## src/design/assert_macros.svh

```systemverilog
// Assertion macros used by the top-level RTL file.
`ifndef ASSERT_MACROS_SVH
`define ASSERT_MACROS_SVH

// Same-cycle implication, checked outside reset.
`define ASSERT_NOW(label, clk_sig, rst_sig, ante, cons) \
  label: assert property (@(posedge clk_sig) disable iff (rst_sig) (ante) |-> (cons)) \
    else $error("assertion failed");

// Implication checked at every edge, reset included.
`define ASSERT_ALWAYS(label, clk_sig, ante, cons) \
  label: assert property (@(posedge clk_sig) (ante) |-> (cons)) \
    else $error("assertion failed");

`endif

```

## src/design/ipid_pkg.sv

```systemverilog
// Types, constants and level tables for the incremental PID current loop.
`timescale 1ns / 1ps
`default_nettype none

package ipid_pkg;

  typedef enum logic [1:0] {
    OP_START = 2'd0,
    OP_STOP  = 2'd1,
    OP_RESET = 2'd2,
    OP_TICK  = 2'd3
  } opcode_t;

  localparam logic [1:0] CFG_PROP  = 2'd0;
  localparam logic [1:0] CFG_INTEG = 2'd1;
  localparam logic [1:0] CFG_DERIV = 2'd2;

  localparam logic [15:0] KP_RESET = 16'd0;
  localparam logic [15:0] KI_RESET = 16'd41;
  localparam logic [15:0] KD_RESET = 16'd0;

  localparam logic signed [12:0] ERR_LIMIT = 13'sd100;
  localparam logic [11:0] DRIVE_MAX = 12'd4000;

  typedef struct packed {
    opcode_t     opcode;
    logic [1:0]  level_select;
    logic [11:0] measured_current;
  } cmd_t;

  typedef struct packed {
    logic [11:0] drive_value;
    logic        loop_enabled;
  } rsp_t;

  typedef struct packed {
    logic [15:0] kp;
    logic [15:0] ki;
    logic [15:0] kd;
  } gains_t;

  function automatic logic [11:0] level_setpoint(input logic [1:0] level);
    logic [11:0] v;
    case (level)
      2'd0:    v = 12'd0;
      2'd1:    v = 12'd500;
      2'd2:    v = 12'd1000;
      2'd3:    v = 12'd3000;
      default: v = 12'd0;
    endcase
    return v;
  endfunction

  function automatic logic [11:0] level_drive(input logic [1:0] level);
    logic [11:0] v;
    case (level)
      2'd0:    v = 12'd4000;
      2'd1:    v = 12'd3500;
      2'd2:    v = 12'd3250;
      2'd3:    v = 12'd500;
      default: v = 12'd0;
    endcase
    return v;
  endfunction

endpackage

`default_nettype wire

```

## src/design/ipid_cfg.sv

```systemverilog
// Gain register file written through the configuration port.
`timescale 1ns / 1ps
`default_nettype none

module ipid_cfg (
  input  wire logic               clk,
  input  wire logic               rst,
  input  wire logic               cfg_wen,
  input  wire logic [1:0]         cfg_addr,
  input  wire logic [15:0]        cfg_data,
  output ipid_pkg::gains_t        gains
);

  always_ff @(posedge clk) begin
    if (rst) begin
      gains.kp <= ipid_pkg::KP_RESET;
      gains.ki <= ipid_pkg::KI_RESET;
      gains.kd <= ipid_pkg::KD_RESET;
    end else if (cfg_wen) begin
      case (cfg_addr)
        ipid_pkg::CFG_PROP:  gains.kp <= cfg_data;
        ipid_pkg::CFG_INTEG: gains.ki <= cfg_data;
        ipid_pkg::CFG_DERIV: gains.kd <= cfg_data;
        default: ;
      endcase
    end
  end

endmodule

`default_nettype wire

```

## src/design/ipid_in_stage.sv

```systemverilog
// Input register holding one command word ahead of the update logic.
`timescale 1ns / 1ps
`default_nettype none

module ipid_in_stage (
  input  wire logic          clk,
  input  wire logic          rst,
  input  wire logic          cmd_valid,
  output logic               cmd_stall,
  input  wire ipid_pkg::cmd_t cmd,
  input  wire logic          advance,
  output logic               s1_valid,
  output ipid_pkg::cmd_t     s1_word
);

  logic load;

  assign cmd_stall = s1_valid && !advance;
  assign load      = cmd_valid && !cmd_stall;

  always_ff @(posedge clk) begin
    if (rst) begin
      s1_valid <= 1'b0;
    end else if (load) begin
      s1_valid <= 1'b1;
    end else if (advance) begin
      s1_valid <= 1'b0;
    end
  end

  always_ff @(posedge clk) begin
    if (load) begin
      s1_word <= cmd;
    end
  end

endmodule

`default_nettype wire

```

## src/design/ipid_core.sv

```systemverilog
// Loop state and combinational velocity-form PID update.
`timescale 1ns / 1ps
`default_nettype none

module ipid_core (
  input  wire logic             clk,
  input  wire logic             rst,
  input  wire logic             advance,
  input  wire ipid_pkg::cmd_t   s1_word,
  input  wire ipid_pkg::gains_t gains,
  output ipid_pkg::rsp_t        result
);

  logic [11:0]        drive_acc, drive_acc_next;
  logic signed [7:0]  err_prev, err_prev_next;
  logic signed [7:0]  err_prev2, err_prev2_next;
  logic [11:0]        target_current, target_current_next;
  logic               run_flag, run_flag_next;

  logic signed [12:0] diff;
  logic signed [7:0]  e0;
  logic signed [8:0]  d1;
  logic signed [8:0]  d_prev;
  logic signed [9:0]  d2;
  logic signed [25:0] p_prop;
  logic signed [24:0] p_integ;
  logic signed [26:0] p_deriv;
  logic signed [27:0] sum;
  logic signed [27:0] sum_adj;
  logic signed [19:0] inc;
  logic signed [20:0] drive_sum;
  logic [11:0]        drive_tick;

  // error, clamped to +/-100
  always_comb begin
    diff = $signed({1'b0, s1_word.measured_current}) - $signed({1'b0, target_current});
    if (diff > ipid_pkg::ERR_LIMIT) begin
      e0 = 8'(ipid_pkg::ERR_LIMIT);
    end else if (diff < -ipid_pkg::ERR_LIMIT) begin
      e0 = 8'(-ipid_pkg::ERR_LIMIT);
    end else begin
      e0 = diff[7:0];
    end
  end

  assign d1      = 9'(e0) - 9'(err_prev);
  assign d_prev  = 9'(err_prev) - 9'(err_prev2);
  assign d2      = 10'(d1) - 10'(d_prev);
  assign p_prop  = $signed({1'b0, gains.kp}) * d1;
  assign p_integ = $signed({1'b0, gains.ki}) * e0;
  assign p_deriv = $signed({1'b0, gains.kd}) * d2;
  assign sum     = 28'(p_prop) + 28'(p_integ) + 28'(p_deriv);

  // divide by 256, rounding toward zero
  assign sum_adj   = sum + (sum[27] ? 28'sd255 : 28'sd0);
  assign inc       = sum_adj[27:8];
  assign drive_sum = $signed({9'b0, drive_acc}) + 21'(inc);

  always_comb begin
    if (drive_sum < 21'sd0) begin
      drive_tick = 12'd0;
    end else if (drive_sum > $signed({9'b0, ipid_pkg::DRIVE_MAX})) begin
      drive_tick = ipid_pkg::DRIVE_MAX;
    end else begin
      drive_tick = drive_sum[11:0];
    end
  end

  always_comb begin
    drive_acc_next      = drive_acc;
    err_prev_next       = err_prev;
    err_prev2_next      = err_prev2;
    target_current_next = target_current;
    run_flag_next       = run_flag;
    case (s1_word.opcode)
      ipid_pkg::OP_START: begin
        target_current_next = ipid_pkg::level_setpoint(s1_word.level_select);
        drive_acc_next      = ipid_pkg::level_drive(s1_word.level_select);
        err_prev_next       = 8'sd0;
        err_prev2_next      = 8'sd0;
        run_flag_next       = 1'b1;
      end
      ipid_pkg::OP_STOP: begin
        err_prev_next  = 8'sd0;
        err_prev2_next = 8'sd0;
        run_flag_next  = 1'b0;
      end
      ipid_pkg::OP_RESET: begin
        drive_acc_next = 12'd0;
        err_prev_next  = 8'sd0;
        err_prev2_next = 8'sd0;
        run_flag_next  = 1'b0;
      end
      ipid_pkg::OP_TICK: begin
        if (run_flag) begin
          drive_acc_next = drive_tick;
          err_prev_next  = e0;
          err_prev2_next = err_prev;
        end
      end
      default: ;
    endcase
  end

  always_ff @(posedge clk) begin
    if (rst) begin
      drive_acc      <= 12'd0;
      err_prev       <= 8'sd0;
      err_prev2      <= 8'sd0;
      target_current <= 12'd0;
      run_flag       <= 1'b0;
    end else if (advance) begin
      drive_acc      <= drive_acc_next;
      err_prev       <= err_prev_next;
      err_prev2      <= err_prev2_next;
      target_current <= target_current_next;
      run_flag       <= run_flag_next;
    end
  end

  assign result.drive_value  = drive_acc_next;
  assign result.loop_enabled = run_flag_next;

endmodule

`default_nettype wire

```

## src/design/ipid_out_stage.sv

```systemverilog
// Result register and output handshake.
`timescale 1ns / 1ps
`default_nettype none

module ipid_out_stage (
  input  wire logic          clk,
  input  wire logic          rst,
  input  wire logic          s1_valid,
  output logic               advance,
  input  wire ipid_pkg::rsp_t result,
  output logic               rsp_valid,
  input  wire logic          rsp_stall,
  output ipid_pkg::rsp_t     rsp
);

  assign advance = s1_valid && (!rsp_valid || !rsp_stall);

  always_ff @(posedge clk) begin
    if (rst) begin
      rsp_valid <= 1'b0;
    end else if (advance) begin
      rsp_valid <= 1'b1;
    end else if (!rsp_stall) begin
      rsp_valid <= 1'b0;
    end
  end

  always_ff @(posedge clk) begin
    if (advance) begin
      rsp <= result;
    end
  end

endmodule

`default_nettype wire

```

## src/design/incremental_pid_current_loop_unit.sv

```systemverilog
// Top level of the incremental PID current loop.
//
//   channel | direction | handshake            | word
//   cmd     | in        | cmd_valid/cmd_stall  | opcode, level_select, measured_current
//   rsp     | out       | rsp_valid/rsp_stall  | drive_value, loop_enabled
//   cfg     | in        | cfg_wen              | cfg_addr, cfg_data (gains)
//
// One word per cycle sustained while rsp is not stalled; the whole update (error clamp, three gain
// products, sum, saturate) runs in the cycle between input and result register.
// A cmd word waits in the input register until the result register takes its result.
// Reset loads the gains with their defaults and clears drive, target, history and enable.
// A stalled rsp holds the result; cmd stalls only while both registers are full.
`timescale 1ns / 1ps
`default_nettype none
`include "assert_macros.svh"

module incremental_pid_current_loop_unit (
  input  wire logic          clk,
  input  wire logic          rst,
  input  wire logic          cmd_valid,
  output logic               cmd_stall,
  input  wire ipid_pkg::cmd_t cmd,
  output logic               rsp_valid,
  input  wire logic          rsp_stall,
  output ipid_pkg::rsp_t     rsp,
  input  wire logic          cfg_wen,
  input  wire logic [1:0]    cfg_addr,
  input  wire logic [15:0]   cfg_data
);

  ipid_pkg::gains_t gains;
  ipid_pkg::cmd_t   s1_word;
  ipid_pkg::rsp_t   result;
  logic             s1_valid;
  logic             advance;

  ipid_cfg u_cfg (
    .clk      (clk),
    .rst      (rst),
    .cfg_wen  (cfg_wen),
    .cfg_addr (cfg_addr),
    .cfg_data (cfg_data),
    .gains    (gains)
  );

  ipid_in_stage u_in (
    .clk       (clk),
    .rst       (rst),
    .cmd_valid (cmd_valid),
    .cmd_stall (cmd_stall),
    .cmd       (cmd),
    .advance   (advance),
    .s1_valid  (s1_valid),
    .s1_word   (s1_word)
  );

  ipid_core u_core (
    .clk     (clk),
    .rst     (rst),
    .advance (advance),
    .s1_word (s1_word),
    .gains   (gains),
    .result  (result)
  );

  ipid_out_stage u_out (
    .clk       (clk),
    .rst       (rst),
    .s1_valid  (s1_valid),
    .advance   (advance),
    .result    (result),
    .rsp_valid (rsp_valid),
    .rsp_stall (rsp_stall),
    .rsp       (rsp)
  );

  `ASSERT_NOW(a_drive_range, clk, rst, rsp_valid, rsp.drive_value <= ipid_pkg::DRIVE_MAX)
  `ASSERT_NOW(a_stall_cause, clk, rst, cmd_stall, rsp_valid && rsp_stall && s1_valid)
  `ASSERT_ALWAYS(a_reset_empty, clk, $past(rst), !rsp_valid && !s1_valid)

endmodule

`default_nettype wire
```

## config.mk

```make
export PLATFORM = sky130hd
export DESIGN_NAME = incremental_pid_current_loop_unit
export DESIGN_NICKNAME = d
export VERILOG_FILES = /design/src/design/ipid_pkg.sv /design/src/design/ipid_cfg.sv /design/src/design/ipid_in_stage.sv /design/src/design/ipid_core.sv /design/src/design/ipid_out_stage.sv /design/src/design/incremental_pid_current_loop_unit.sv
export VERILOG_INCLUDE_DIRS = /design/src /design/src/design
export SDC_FILE = /design/constraint.sdc
export NUM_CORES = 1
export LEC_CHECK = 0
export ABC_AREA = 1
export BUFFER_PORTS_ARGS = -buffer_cell sky130_fd_sc_hd__buf_2
export CORE_MARGIN = 5
export CORE_UTILIZATION = 60
export CTS_BUF_LIST = sky130_fd_sc_hd__clkbuf_16
export DETAILED_ROUTE_END_ITERATION = 6
export PLACE_DENSITY_LB_ADDON = 0.25
export SYNTH_ARGS = -nofsm -noshare
export SYNTH_HDL_FRONTEND = slang
export SYNTH_SLANG_ARGS = --single-unit
```

## constraint.sdc

```tcl
create_clock -name clk -period 18.93 [get_ports clk]
set_input_delay 1.893 -clock clk [delete_from_list [all_inputs] [get_ports clk]]
set_output_delay 1.893 -clock clk [all_outputs]
set_load 0.05 [all_outputs]
```

Word-level counts from Yosys, hierarchy flattened
Index checks and enable logic that the tools add are counted.

Add/subtract/negate cells: 8. Eq/ne operators: 10. Shift-type cells: 0. Multiply operators: 3. Multiplexer cells: 18. Order comparisons: 4. Reduce and logical (&&, ||, !) cells: 19. Bitwise gates (word level): 0. Divide/modulo/power cells: 0.

Operators by type and width (number): 12-bit case mux with 4 select lines (2); 8-bit two-way mux (5); 12-bit two-way mux (3); 12-bit case mux with 3 select lines (1); 8-bit case mux with 2 select lines (2); 27-bit by 27-bit adder with 28-bit output (1); 28-bit by 9-bit adder with 28-bit output (1); 26-bit by 25-bit adder with 27-bit output (1); 17-bit by 10-bit multiplier with 27-bit output (1); 17-bit by 9-bit multiplier with 26-bit output (1); 17-bit by 8-bit multiplier with 25-bit output (1); 13-bit by 20-bit adder with 21-bit output (1); 21-bit by 13-bit > comparator with 1-bit output, second input constant (1); 21-bit by 1-bit less-than comparator with 1-bit output, second input constant (1); 8-bit by 8-bit subtractor with 9-bit output (2); 13-bit by 8-bit > comparator with 1-bit output, second input constant (1); 13-bit by 8-bit less-than comparator with 1-bit output, second input constant (1); 12-bit by 12-bit subtractor with 13-bit output (1); 2-bit == test, second input constant (5); 2-bit AND reduction (5); 9-bit by 9-bit subtractor with 10-bit output (1); 2-bit by 1-bit == test with 1-bit output, second input constant (3); 2-bit logical NOT (3); 1-bit logical NOT (4); other kinds (8) (14).

Bits in latches: 0. Memory bits (writable): 0. Input port bits: 39. Memories: 0. Output and inout port bits: 15. Bits in registers: 120. ROM bits: 0.

Longest topological paths before layout
Depth after elaboration: 16. Mapped depth: 103. Depth with buffers taken out: 102.

Modules after synthesis
A second synthesis with hierarchy kept.

Cells, all modules: 3020. Area total of the unflattened synthesis: 22635.5 um^2.

Modules (own cells, without submodules): ipid_core (area an instance 19663.9 um^2, sequential area each 700.7 um^2, cells an instance 2671, times used 1); ipid_cfg (area an instance 2013.2 um^2, sequential area each 960.9 um^2, cells an instance 308, times used 1); ipid_in_stage (area an instance 526.8 um^2, sequential area each 500.5 um^2, cells an instance 23, times used 1); ipid_out_stage (area an instance 431.7 um^2, sequential area each 410.4 um^2, cells an instance 18, times used 1).

Worst setup path before layout
No wires, ideal clock.

Path kind: register -> register. From: register u_in.s1_word[2] (netlist name). To: register u_out.rsp[8] (netlist name). Required time: 18.674 ns. Cell stages (with the launch flop): 97. Arrival: 14.857 ns. Setup time: 0.256 ns. Slack: 3.817 ns. Path through: edfxtp_1 -> inv_1 -> ha_1 -> inv_1 -> fa_1 -> nand3_1 -> nand2_1 -> a21oi_1 -> o21bai_1 -> nand2_1 -> nand2_1 -> a21oi_1 -> inv_1 -> nor2_1 -> o21bai_1 -> nand2_1 -> inv_1 -> nor3_1 -> (+61 left out) -> o31ai_1 -> nand3_1 -> nand2_1 -> nand3_1 -> nand2_1 -> nand3_2 -> nor2_4 -> nand2_1 -> nand2_1 -> nand2_1 -> nor2_1 -> nand3_2 -> nand2_2 -> nand2_1 -> nand2_1 -> nand2_1 -> nand2_1 -> o21ai_1.

==> implementation parameters <==
Parameter                              Value

CTS
  Count of clock tree sinks ... 114
  Number of hold-repair buffers added at the cts stage ... 0
  TritonCTS clock tree ... done
  Clock insertion delay at the later pin of the skew report ... 0.44 ns
  Clock Root Buffer ... clkbuf_16
  Resize count post-CTS ... 0
  Maximum root-to-sink buffer count ... 2
  Post-CTS repair timing setup buffer count ... 0
  Clock buffer count from CTS ... 17
  Clock transition at path regs ... 0.06 ns
  Clock H-tree levels ... 4

Min path
  Class of the tightest hold or removal check ... reg2reg

Synth
  Synth Net Count ... 3480
  Number of warnings printed during yosys synthesis ... 0
  Number of instances in the synthesized netlist ... 2861
  Main synth FF type ... dfxtp_1
  Proportion of synthesized flip-flops having asynchronous set or reset ... 0%
  Cell variety after synth ... 46
  Share of the yosys chip area belonging to registers ... 11.60%
  Average instance area after synthesis ... 7.751 um^2
  Mapped cell area ... 22180 um^2
  Number of enable-type register cells in the synthesized netlist ... 29
  Register bit count reported by yosys ... 114

STA
  Setup slack of the critical path after layout ... 2.023 ns
  RSZ-0062 raised after global routing ... no
  Portion of the clock cycle consumed by the worst path in the final layout ... 89.31%
  Clock tree skew after final layout ... 0.009870 ns
  Count of final setup violators ... 0
  Total Negative Setup Slacks ... 0 ns
  Hold Fails Final Rpt ... 0
  Final Max Slew Viols ... 0
  Pin slew with the least headroom to its limit ... 1.014 ns
  Final critical delay including setup and external delays ... 16.91 ns
  Rel. slew slack ... 32.34%
  Timing-limited maximum frequency ... 59.15 MHz

Die
  Core area ... 36520 um^2
  X dimension of the die ... 202.3 um
  Initial core utilization ... 60.72%
  Die Footprint ... 40910 um^2
  Num ports ... 54
  Number of standard-cell rows in the floorplan ... 70
  Die span in y ... 202.3 um

Route
  Antenna viol nets, final ... 0
  Routed length per instance ... 19.15 um
  Routed Wire Length ... 64.58 mm
  Via density per instance ... 5.505
  Via count ... 18.56k
  DRT iter0 DRCs ... 1612
  # DRC ... 0
  Detailed-router iteration count before antenna repair ... 6

Global routing
  Number of global-route vias before repair ... 19.28k
  Number of antenna violations at the first check in global routing ... 0
  Total global routing track utilization ... 32.55%
  Pin count of the biggest net entering global routing ... 38
  Remaining Overflow, GRT ... 0
  Wire length of the first global-routing pass ... 103.7 mm

Cells and area
  Number of diodes ... 0
  Final net count ... 3510
  Share of post-route cells with drive strength above 1 ... 6.887%
  Area growth syn-to-layout ... 5.992%

Setup path
  Capturing element type of the critical path ... flop
  Crit path max-delay cell type ... inv_1
  Kind of launch point of the worst setup path ... flop
  Buffers plus inverters on the worst setup path ... 19
  Critical path arrival ... 17.21 ns
  Setup CP Type ... reg2reg
  Max incr delay on CP ... 0.55 ns
  Most used cell along the critical path ... nand2_1
  Data required time at the worst endpoint ... 19.24 ns
  Critical-path maximum fanout ... 14
  CP top delay family ... adder cells

Placed design
  Detail Placement HPWL ... 54.98 mm
  Placer congestion estimate ... 1.022
  PortBufs ... 53
  Pre-CTS worst setup slack ... 2.301 ns

Run status
  Run status ... completed

Flow run
  Number of maximum-capacitance violations ... 0
## layout by cell type, fill, tap and decap left out, types with 10 or more instances in the layout
master | netlist | layout
nor2_2 | 10 | 11
buf_4 | 1 | 22
nand2_2 | 15 | 15
a21oi_1 | 133 | 133
dfxtp_1 | 85 | 85
fa_1 | 404 | 404
or2_2 | 19 | 19
nor3_1 | 13 | 13
o21bai_1 | 10 | 10
o21ai_0 | 87 | 87
nor2_1 | 261 | 260
nand4_1 | 18 | 18
nand2_1 | 578 | 578
clkbuf_16 | 0 | 17
ha_1 | 176 | 176
buf_2 | 0 | 53
nand3_1 | 69 | 69
xor2_1 | 34 | 34
edfxtp_1 | 29 | 29
inv_1 | 759 | 759
## synth_stat cells, types with 2 or more instances
library cell / instances / area share, %
nand4_1: 18 / 0.51
o211ai_1: 5 / 0.17
inv_2: 8 / 0.14
inv_1: 759 / 13
a211oi_1: 3 / 0.10
nor3_1: 13 / 0.29
nor2_2: 10 / 0.28
nor3_2: 5 / 0.23
nor2_1: 261 / 4.4
nand3_1: 69 / 1.6
a31oi_1: 3 / 0.085
nor2_4: 4 / 0.20
nand2_2: 15 / 0.42
xor2_2: 4 / 0.29
o21ai_2: 9 / 0.36
nor4_1: 3 / 0.085
nand3_2: 9 / 0.41
xnor2_1: 8 / 0.32
or2_2: 19 / 0.54
dfxtp_1: 85 / 7.7
fa_1: 404 / 36
o31ai_1: 2 / 0.068
a21oi_1: 133 / 3.0
o21bai_1: 10 / 0.34
nand2_1: 578 / 9.8
nand2_4: 4 / 0.20
a221oi_1: 2 / 0.079
edfxtp_1: 29 / 3.9
o311ai_0: 3 / 0.12
ha_1: 176 / 9.9
o21ai_0: 87 / 2.0
xor2_1: 34 / 1.3
clkbuf_1: 50 / 0.85
a21oi_2: 5 / 0.20
clkinv_1: 6 / 0.10
o21ai_1: 7 / 0.16
buf_1: 12 / 0.20
## cells by family (layout without fill, tap and decap cells)
kind of cell | count (synthesis) | after routing | synth area share (%)
simple gates | 1013 | 1013 | 19.12
buf+inv | 837 | 880 | 14.22
fa+ha+maj | 580 | 580 | 46.40
compound gates | 271 | 271 | 6.708
flops | 114 | 114 | 11.60
xor+xnor | 46 | 46 | 1.952
## state kept, by name (all words and copies together) (netlist names)
| register | cells |
|---|---|
| u_in.s1_valid | 1 |
| u_core.run_flag | 1 |
| u_core.target_current | 6 |
| u_in.s1_word | 16 |
| u_core.err_prev | 8 |
| u_core.err_prev2 | 8 |
| u_cfg.gains | 48 |
| u_core.drive_acc | 12 |
| u_out.rsp | 13 |
| u_out.rsp_valid | 1 |
## area by class of cell
| class | instances | area (um^2) |
|---|---|---|
| repair buffers | 75 | 430.4 |
| clock buffers | 17 | 425.4 |
| fillers | 3192 | 13020 |
| flip-flops and latches | 114 | 2572 |
| inverters | 773 | 2902 |
| multi-input cells | 1910 | 16450 |
| well taps | 468 | 585.6 |
| clock inverters | 15 | 136.4 |
## final timing paths
kind,startpoint,to,slack [ns],cells past startpoint
hold / removal,u_core.target_current[4]$_SDFFE_PP0P_,u_core.target_current[4]$_SDFFE_PP0P_,0.47,2
setup reg to reg,u_in.s1_word[2]$_DFFE_PP_,u_out.rsp[5]$_DFFE_PP_,2.02,90
hold reg to reg,u_core.target_current[4]$_SDFFE_PP0P_,u_core.target_current[4]$_SDFFE_PP0P_,0.47,2
setup / recovery,u_in.s1_word[2]$_DFFE_PP_,u_out.rsp[5]$_DFFE_PP_,2.02,90
## worst min-delay path, stage by stage (launching register included)
cell	delay, ns
dfxtp_1	0.30
inv_1	0.07
a21oi_1	0.06
## per-layer routing
layer	track usage [%]	wire, um	vias up
met1	44.23	26120	9018
met2	51.98	29270	897
li1	-	-	8489
met5	0	0	-
met3	6.129	6110	158
met4	13.12	3078	0
## per-stage QoR
stage	hold WS [ns]	cells	utilization [%]	cell area, um^2
after floorplan	0.4331	2861	-	22180
after global placement	0.4520	3340	62.82	22940
after detailed placement	0.4560	3340	62.82	22940
after CTS	0.4636	3372	64.36	23510
after global routing	0.5011	3372	64.36	23510
final	0.4710	3372	64.36	23510
Power is not shown: default switching activity piles up to over one toggle a cycle in this logic, so the estimate is an artifact.
